===== src/hdl/dpp_ram.sv =====
// Generic simple dual-port RAM with one write port and a registered read port.
`default_nettype none

module dpp_ram #(
  parameter int WIDTH = 8,
  parameter int DEPTH = 16,
  localparam int AW = $clog2(DEPTH)
) (
  input  wire logic             clk,
  input  wire logic             wr_en,
  input  wire logic [AW-1:0]    wr_addr,
  input  wire logic [WIDTH-1:0] wr_data,
  input  wire logic [AW-1:0]    rd_addr,
  output logic      [WIDTH-1:0] rd_data
);

  logic [WIDTH-1:0] mem [DEPTH];

  always_ff @(posedge clk) begin
    if (wr_en) begin
      mem[wr_addr] <= wr_data;
    end
    rd_data <= mem[rd_addr];
  end

endmodule

`default_nettype wire


===== config.mk =====
export PLATFORM = sky130hd
export DESIGN_NAME = dpp_ram
export DESIGN_NICKNAME = d
export VERILOG_FILES = /design/src/hdl/dpp_ram.sv
export SDC_FILE = /design/constraint.sdc
export NUM_CORES = 1
export LEC_CHECK = 0
export BUFFER_PORTS_ARGS = -buffer_cell sky130_fd_sc_hd__buf_4
export CELL_PAD_IN_SITES_DETAIL_PLACEMENT = 1
export CELL_PAD_IN_SITES_GLOBAL_PLACEMENT = 1
export CORE_MARGIN = 5
export CORE_UTILIZATION = 25
export CTS_CLUSTER_DIAMETER = 80
export DETAILED_ROUTE_END_ITERATION = 12
export PLACE_DENSITY = 0.52
export SLEW_MARGIN = 15
export SYNTH_ARGS = -nofsm -noshare
export SYNTH_HDL_FRONTEND = slang
export SYNTH_SLANG_ARGS = --single-unit

===== constraint.sdc =====
create_clock -name clk -period 3.2 [get_ports clk]
set_input_delay 0.32 -clock clk [delete_from_list [all_inputs] [get_ports clk]]
set_output_delay 0.32 -clock clk [all_outputs]
set_load 0.05 [all_outputs]

==> results of run 1 <==
-- how the worst max path moves through the flow --
stage	startpoint	end	slack (ps)	cells after the start
after floorplan	wr_addr[2]	mem[0][0]	1390	2
after global placement	rd_addr[0]	rd_data[0]	1110	4
after detailed placement	rd_addr[0]	rd_data[0]	1100	4
after CTS	rd_addr[0]	rd_data[0]	1540	4
after global routing	rd_addr[0]	rd_data[0]	1490	4
final	wr_addr[2]	mem[2][2]	1570	3
-- registers in the layout, summed over array words and instances, names as in the netlist --
name	flops
mem	128
rd_data	8
-- critical path, cell delays in order --
cell and delay (ps):
buf_4 120, or3b_2 510, nor2_1 710
-- layout make-up --
cell class | count | area [sq um]
well taps | 270 | 338
clock buffers | 22 | 454
clock inverters | 10 | 80.1
fillers | 2031 | 14100
multi-input cells | 83 | 1060
flip-flops and latches | 136 | 4000
repair buffers | 29 | 218
-- cell usage after synthesis --
cell type / count
edfxtp_1: 128
mux4_2: 18
a22oi_1: 16
mux4_1: 14
nor2_1: 13
nand2_1: 9
dfxtp_1: 8
nor3_1: 4
buf_2: 3
buf_6: 3
clkdlybuf4s25_2: 3
nand2b_1: 2
nand3b_1: 2
and2_1: 1
and2b_1: 1
buf_4: 1
nand3_1: 1
nor2b_1: 1
or3b_2: 1
-- layer usage --
layer | share of wire [%] | track usage, % | up-vias
met5 | 0 | 0 | -
met4 | 1.5 | 3.66 | 0
met3 | 4.0 | 3.18 | 17
met2 | 47 | 15.5 | 51
met1 | 47 | 13.9 | 1285
li1 | - | - | 1051
-- where the power goes --
part / switching, uW / total (uW) / internal [uW]
combinational: 148 / 233 / 84.6
clock: 688 / 1770 / 1080
sequential: 15.6 / 2010 / 1990
-- logic make-up (layout without fill, tap and decap cells) --
kind of cell | count (synthesis) | in the layout | synth area share (%)
AO/OA/AOI/OAI | 16 | 16 | 2.33
buffers and inverters | 10 | 61 | 1.68
flip-flops | 136 | 136 | 77.8
multiplexers | 32 | 32 | 15.0
AND/OR/NAND/NOR | 35 | 35 | 3.18
-- stage by stage --
step | util (%) | hold slack (ps) | total power (uW)
5_1_grt | 30.4 | 216 | 4150
3_5_place_dp | 27.8 | 645 | 2280
6_report | 30.4 | 224 | 4010
3_3_place_gp | 27.8 | 632 | 2280
4_1_cts | 30.4 | 205 | 4050
2_1_floorplan | - | 419 | 2180
==> reports/results.ini, run 1 <==
[synth]
ys_warn_count=0
synth_area_leaders=edfxtp_1 (75%), mux4_2 (7.9%), mux4_1 (7.1%)
syn-num-nets=247
synth-seq-cells=136
synth_area_leader_cell=edfxtp_1
synth-seq-area-share_pct=77.8
post_synth.cell_area_avg_sq_um=22.5
synthesis.area_sq_um=5150
postSynthCellCount=229
synth.distinct_cells=19
synth_top_area_share_pct=74.7

[floorplanning]
dieArea_sq_um=23600
num_rows=52
initial_core_util_pct=25.4
core-area_sq_um=20200
fp.dieW_um=153
die_y_um=153
top_level_ports=26

[hold_path]
hold_end=mem[3][0]
whs_path_depth=1
holdCritStartpoint=wr_data[0]
hp-class=input pin to flop

[place]
gp_congestion=0.736
dpl_cell_area_sq_um=5620
dp_slack_ps=1100
dp_hpwl_mm=7.25
port-buffer-count=25
dp.cells=518

[final_layout]
layout_commonest_cell=edfxtp_1
layout_common_cells=edfxtp_1 (128), buf_4 (29), mux4_2 (18)
layout.cells.non_filler=550
layout-drive-gt1-share_pct=26.8
area_growth_pct=19.5
design_area_sq_um=6150
diodes=0
nets=285

[cts]
post_cts.repair.setup_buffers=0
cts_root_buf=clkbuf_16
clkLatencyLatePin_ps=410
ctsHoldBuffers=0
clock_path_buffers=2
cts_tree=built
cts_sinks=136
clk_pin_slew_worst_paths_ps=60
ctsResizeCount=0
cts_made_buffers=17
htree_levels=4

[drt]
totalWireLength_mm=11.6
routedWlPerCell_um=21.2
viasPerCell=4.37
drt_iter0_drc=130
drc=0
drtAntennaViolNets=0
firstDrtPassIters=4
detailroute.via_count=2404

[worst_setup_path]
reg2reg_depth=3
r2r_slack_ps=1770
arrival_ps=1670
worstSetupEndpointType=flop
rr_endpoint=rd_data[3]
cp.required_ps=3230
critPathMaxFanout=8
start_kind=input pin
criticalPathCategory=input pin to flop
crit-reg2reg-launch=mem[1][3]

[grt]
grt_pass1_wl_mm=17.2
grt_max_degree=33
globalRoute.totalOverflow=0
antenna_found_initial=0
grt_pass1_vias=2632
grt_use_total_pct=10.2

[timing]
fin_ws_ps=1570
rsz0062_at_grt=no
worstMarginPinSlew_ps=986
period_share_pct=51.1
fmax_mhz=612
finalClockSkew_ps=10.9
min_period_ps=1630
drv_slew=0
final.setup.tns_ps=0
slew_headroom_pct=34.0
setup_viol=0
hold_viol=0

[run_status]
status=finished clean

[power]
power.density_nw_per_um2=651
p_leak_uw=0.00200
ir_drop_v=0.000446

[run]
max_cap_violations=0

Note: power is estimated with default switching activity, not from simulation.
==> run 2: changes to the inputs <==
--- a/config.mk
+++ b/config.mk
@@ -12,7 +12,7 @@
 export CORE_UTILIZATION = 25
 export CTS_CLUSTER_DIAMETER = 80
 export DETAILED_ROUTE_END_ITERATION = 12
-export PLACE_DENSITY = 0.52
+export PLACE_DENSITY = 0.53
 export SLEW_MARGIN = 15
 export SYNTH_ARGS = -nofsm -noshare
 export SYNTH_HDL_FRONTEND = slang
==> constraint.sdc (replaced) <==
create_clock -name clk -period 1.36 [get_ports clk]
set_input_delay 0.136 -clock clk [delete_from_list [all_inputs] [get_ports clk]]
set_output_delay 0.136 -clock clk [all_outputs]
set_load 0.05 [all_outputs]
==> reports/results.ini, run 2 (synthesis gave the netlist of run 1 again) <==
[worst_setup_path]
start_kind=flop
arrival_ps=1600  ; -70 ps
cp.required_ps=1650  ; -1580 ps
worstSetupEndpointType=flop
critPathMaxFanout=1  ; -7
criticalPathCategory=flop to flop
reg2reg_depth=3  ; unchanged

[power]
power_switching_uw=1960  ; +130%
p_leak_uw=0.00218  ; +8.8%
pwr-share-clk_pct=42.8  ; -1.3 points
combinationalPowerShare_pct=6.7  ; +0.9 points
intPower_uw=7380  ; +130%
p_sw_share_pct=21.0  ; -0.26 points
seq_power_share_pct=50.5  ; +0.4 points
power.density_nw_per_um2=1440  ; +120%
p_total_uw=9340  ; +130%
ir_drop_v=0.000719  ; +61%

[cts]
cts_made_buffers=17  ; unchanged
htree_levels=4  ; unchanged
cts_tree=built
cts_root_buf=clkbuf_16
clock_path_buffers=2  ; unchanged
post_cts.repair.setup_buffers=0  ; unchanged
clkLatencyLatePin_ps=400  ; about the same
clk_pin_slew_worst_paths_ps=50  ; about the same
cts_sinks=136  ; unchanged
ctsHoldBuffers=0  ; unchanged

[run_status]
status=finished clean

[drt]
wl_met1_mm=5.57  ; +1.4%
drtAntennaViolNets=0  ; unchanged
firstDrtPassIters=4  ; unchanged
drc=0  ; unchanged
drt_iter0_drc=111  ; -15%
viasPerCell=4.29  ; -1.8%
wl_met3_um=415  ; -11%
routedWlPerCell_um=20.8  ; -1.7%
totalWireLength_mm=12.1  ; +3.8%
wl_met2_mm=5.94  ; +7.8%
top_layer_used=met4
detailroute.via_count=2495  ; +3.8%

[floorplanning]
core-area_sq_um=20200  ; unchanged
fp.dieW_um=153  ; unchanged
top_level_ports=26  ; unchanged
num_rows=52  ; unchanged
die_y_um=153  ; unchanged
initial_core_util_pct=25.4  ; unchanged
dieArea_sq_um=23600  ; unchanged

[hold_path]
hp-class=input pin to flop
whs_path_depth=1  ; unchanged

[timing]
slew_headroom_pct=33.4  ; -0.63 points
worstMarginPinSlew_ps=997  ; +11.0 ps
rsz0062_at_grt=no
setup_viol=0  ; unchanged
drv_slew=0  ; unchanged
fmax_mhz=763
min_period_ps=1310
hold_ws_ps=32.6  ; -191 ps
hold_viol=0  ; unchanged
period_share_pct=96.3
final.setup.tns_ps=0  ; unchanged
finalClockSkew_ps=4.80  ; -6.06 ps

[place]
gp_congestion=0.761  ; +3.4%
port-buffer-count=25  ; unchanged
dpl_cell_area_sq_um=5950  ; +6.0%
dp_hpwl_mm=7.80  ; +7.6%

[final_layout]
largest_reg_flops=128  ; unchanged
area_growth_pct=26.0
design_area_sq_um=6490  ; +5.5%
largest_register=mem
layout_commonest_cell=edfxtp_1
diodes=0  ; unchanged
layout-drive-gt1-share_pct=36.0  ; +9.2 points
top_regs=mem: 128 flops, rd_data: 8 flops
nets=316  ; +11%
seqCellArea_sq_um=4000  ; unchanged
multi_input_area_sq_um=1070  ; +1.2%
nFillCells=2027  ; -0.20%
layout_common_cells=edfxtp_1 (128), buf_4 (52), mux4_2 (20)

[grt]
antenna_found_initial=0  ; unchanged
grt_use_total_pct=10.6  ; +0.32 points
globalRoute.totalOverflow=0  ; unchanged
grt_pass1_vias=2690  ; +2.2%
grt_pass1_wl_mm=17.7  ; +3.0%
grt_max_degree=18  ; -45%

[run]
max_cap_violations=0  ; unchanged

## run 2: cell count changes in the layout (fill, tap and decap cells not counted), moves of 2 or more
cell,delta
clkbuf_1,-3
a22oi_2,+3
a22oi_1,-3
buf_4,+23
clkbuf_8,+2
buf_12,+8
mux4_1,-2
clkinv_1,+3
mux4_2,+2
## run 2: metrics by stage
step           cells  setup WS (ps)  util, %
2_1_floorplan    229          -42.1        -
3_3_place_gp     549           -210     29.4
3_5_place_dp     549           -194     29.4
4_1_cts          581           7.31     32.0
5_1_grt          581           15.0     32.1
6_report         581           50.2     32.1
## run 2: power by group through the flow
| stage | Combinational (uW) | Sequential, uW | Clock [uW] |
|---|---|---|---|
| 6_report | 625 | 4720 | 4000 |
| 4_1_cts | 633 | 4720 | 4100 |
| 3_3_place_gp | 618 | 4800 | 0 |
| 2_1_floorplan | 238 | 4890 | 0 |
| 3_5_place_dp | 630 | 4810 | 0 |
| 5_1_grt | 667 | 4720 | 4310 |
## run 2: path summary, 6_finish.rpt
kind                                 start         end  slack (ps)
worst max register to register   mem[1][3]  rd_data[3]          50
worst max-delay path             mem[1][3]  rd_data[3]          50
worst min register to register  mem[14][3]  rd_data[3]         680
worst min-delay path            wr_data[5]   mem[9][5]          30
## run 2: area by class of cell
type | instances | area share [%]
multi-input combinational | 83 | 16.5
timing repair buffer | 60 | 8.49
tap | 270 | 5.21
clock inverter | 11 | 0.849
sequential | 136 | 61.7
clock buffer | 21 | 7.25
## run 2: repair_timing
item	4_1_cts	5_1_grt
resized for setup	1	4
pin swaps	0	1
endpoints found under the setup margin	1	3
hold endpoints to repair	0	0
## run 2: per-layer routing
layer	track usage (%)	vias up
met1	14.2	1334
met4	3.24	0
met2	16.5	41
met3	3.18	9
li1	-	1111
met5	0	-
## run 2: critical path, cell delays in order, from the launching register on
cell and delay (ps):
edfxtp_1 360, mux4_1 510, a22oi_1 240, nand2_1 80
==> run 3: changes to the inputs <==
--- a/config.mk
+++ b/config.mk
@@ -8,6 +8,7 @@
 export BUFFER_PORTS_ARGS = -buffer_cell sky130_fd_sc_hd__buf_4
 export CELL_PAD_IN_SITES_DETAIL_PLACEMENT = 1
 export CELL_PAD_IN_SITES_GLOBAL_PLACEMENT = 1
+export CORE_ASPECT_RATIO = 0.5
 export CORE_MARGIN = 5
 export CORE_UTILIZATION = 25
 export CTS_CLUSTER_DIAMETER = 80
==> reports/results.ini, run 3 (synthesis gave the netlist of run 1 again) <==
[timing]
hold_ws_ps=48.8  ; +16.2 ps
worstMarginPinSlew_ps=1070  ; +71.9 ps
final.setup.tns_ps=0  ; unchanged
drv_slew=0  ; unchanged
slew_headroom_pct=28.6  ; -4.8 points
rsz0062_at_grt=yes
hold_viol=0  ; unchanged
finalClockSkew_ps=7.03  ; +2.23 ps
fmax_mhz=744  ; -2.5%
min_period_ps=1340  ; +33.7 ps
setup_viol=0  ; unchanged
period_share_pct=98.8  ; +2.5 points

[cts]
clk_pin_slew_worst_paths_ps=60  ; about the same
cts_root_buf=clkbuf_16
cts_sinks=136  ; unchanged
cts_made_buffers=17  ; unchanged
clock_path_buffers=2  ; unchanged
clkLatencyLatePin_ps=410  ; about the same
cts_tree=built
htree_levels=4  ; unchanged

[place]
dp_hpwl_mm=7.45  ; -4.6%
dpl_cell_area_sq_um=5890  ; -1.1%
gp_congestion=0.743  ; -2.4%
port-buffer-count=25  ; unchanged

[drt]
routedWlPerCell_um=20.0  ; -4.0%
drt_iter0_drc=230  ; +110%
wl_met2_mm=5.74  ; -3.4%
detailroute.via_count=2514  ; +0.76%
totalWireLength_mm=11.6  ; -4.4%
wl_met1_mm=5.31  ; -4.6%
drc=0  ; unchanged
wl_met3_um=341  ; -18%
viasPerCell=4.34  ; +1.1%
drtAntennaViolNets=0  ; unchanged
firstDrtPassIters=4  ; unchanged
top_layer_used=met4

[worst_setup_path]
start_kind=flop
r2r_slack_ps=20  ; -30 ps
worstSetupEndpointType=flop
rr_endpoint=rd_data[1]
crit_path_start=mem[2][1]
critPathMaxFanout=1  ; unchanged
criticalPathCategory=flop to flop
crit-reg2reg-launch=mem[2][1]
arrival_ps=1640  ; +40 ps
cp.required_ps=1660  ; about the same
reg2reg_depth=3  ; unchanged
critPathCapture=rd_data[1]

[final_layout]
diodes=0  ; unchanged
nets=312  ; -1.3%
seqCellArea_sq_um=4000  ; unchanged
nFillCells=2045  ; +0.89%
design_area_sq_um=6530  ; +0.67%
layout_commonest_cell=edfxtp_1
multi_input_area_sq_um=1090  ; +2.3%
layout_common_cells=edfxtp_1 (128), buf_4 (51), mux4_2 (24)
layout-drive-gt1-share_pct=40.2  ; +4.2 points
area_growth_pct=26.9
largest_reg_flops=128  ; unchanged
largest_register=mem
top_regs=mem: 128 flops, rd_data: 8 flops
post-route-util_pct=32.0  ; -0.070 points

[power]
seq_power_share_pct=46.7  ; -3.8 points
p_leak_uw=0.00216  ; -0.56%
power_switching_uw=2100  ; +7.1%
ir_drop_v=0.000697  ; -3.1%
power.density_nw_per_um2=1540  ; +7.3%
combinationalPowerShare_pct=6.4  ; -0.3 points
p_sw_share_pct=20.8  ; -0.18 points
intPower_uw=7990  ; +8.3%
pwr-share-clk_pct=46.9  ; +4.1 points

[run_status]
status=finished clean

[floorplanning]
fp.dieW_um=213  ; +39%
dieArea_sq_um=23700  ; +0.74%
num_rows=37  ; -29%
initial_core_util_pct=25.2  ; -0.23 points
die_y_um=111  ; -27%
core-area_sq_um=20400  ; +0.90%
top_level_ports=26  ; unchanged

[hold_path]
hp-class=input pin to flop

[grt]
grt_pass1_vias=2780  ; +3.3%
grt_pass1_wl_mm=17.5  ; -1.3%
antenna_found_initial=0  ; unchanged
grt_use_total_pct=10.1  ; -0.48 points
grt_max_degree=18  ; unchanged
globalRoute.totalOverflow=0  ; unchanged

[run]
max_cap_violations=0  ; unchanged

==> run 3: changes by cell type in the layout (fill, tap and decap cells not counted), sizes merged <==
cell      change
clkbuf        -4
bufinv        +4
clkinv        -2
clkinvlp      +1
buf           -4
==> run 3: repair_timing <==
item	in CTS	in global routing
buffers inserted	0	0
gates resized for setup	5	13
hold buffers	0	0
pin swaps	3	3
endpoints found under the setup margin	3	8
==> run 3: critical path: stages, from the launching register on <==
cell	delay, ps
edfxtp_1	370
mux4_2	470
a22oi_2	290
nand2_1	100
==> run 3: how the worst min path moves through the flow <==
stage | startpoint | to | slack, ps | depth (start not counted)
floorplan | wr_data[0] | mem[0][0] | 230 | 0
global placement | wr_data[7] | mem[2][7] | 450 | 1
detailed placement | wr_data[7] | mem[2][7] | 480 | 1
CTS | wr_data[7] | mem[6][7] | 30 | 1
global route | wr_data[0] | mem[4][0] | 60 | 1
finish | wr_data[7] | mem[2][7] | 50 | 1
==> run 3: cell type report <==
| cell class | instances | area share (%) |
|---|---|---|
| Clock inverter | 14 | 2.80 |
| Multi-Input combinational cell | 83 | 16.8 |
| Sequential cell | 136 | 61.3 |
| Timing Repair Buffer | 56 | 7.39 |
| Clock buffer | 17 | 6.51 |
| Tap cell | 273 | 5.23 |
==> run 3: power groups by stage <==
stage	combinational [uW]	clock (uW)	sequential, uW
global placement	614	0	4800
global route	690	5040	4720
CTS	642	4840	4720
floorplan	238	0	4890
detailed placement	631	0	4800
finish	646	4730	4720
==> run 3: routing by layer <==
layer  vias up  GRT usage, %
met2        43          16.1
met1      1360          13.1
met5         -             0
met4         0          3.54
met3        15          2.93
li1       1096             -
==> run 3: per-stage QoR <==
| stage | std cells | total power [uW] | setup slack (ps) |
|---|---|---|---|
| 5_1_grt | 579 | 10500 | -33.3 |
| 4_1_cts | 579 | 10200 | 0.439 |
| 3_5_place_dp | 548 | 5440 | -332 |
| 2_1_floorplan | 229 | 5130 | -42.1 |
| 3_3_place_gp | 548 | 5410 | -289 |
| 6_report | 579 | 10100 | 16.6 |
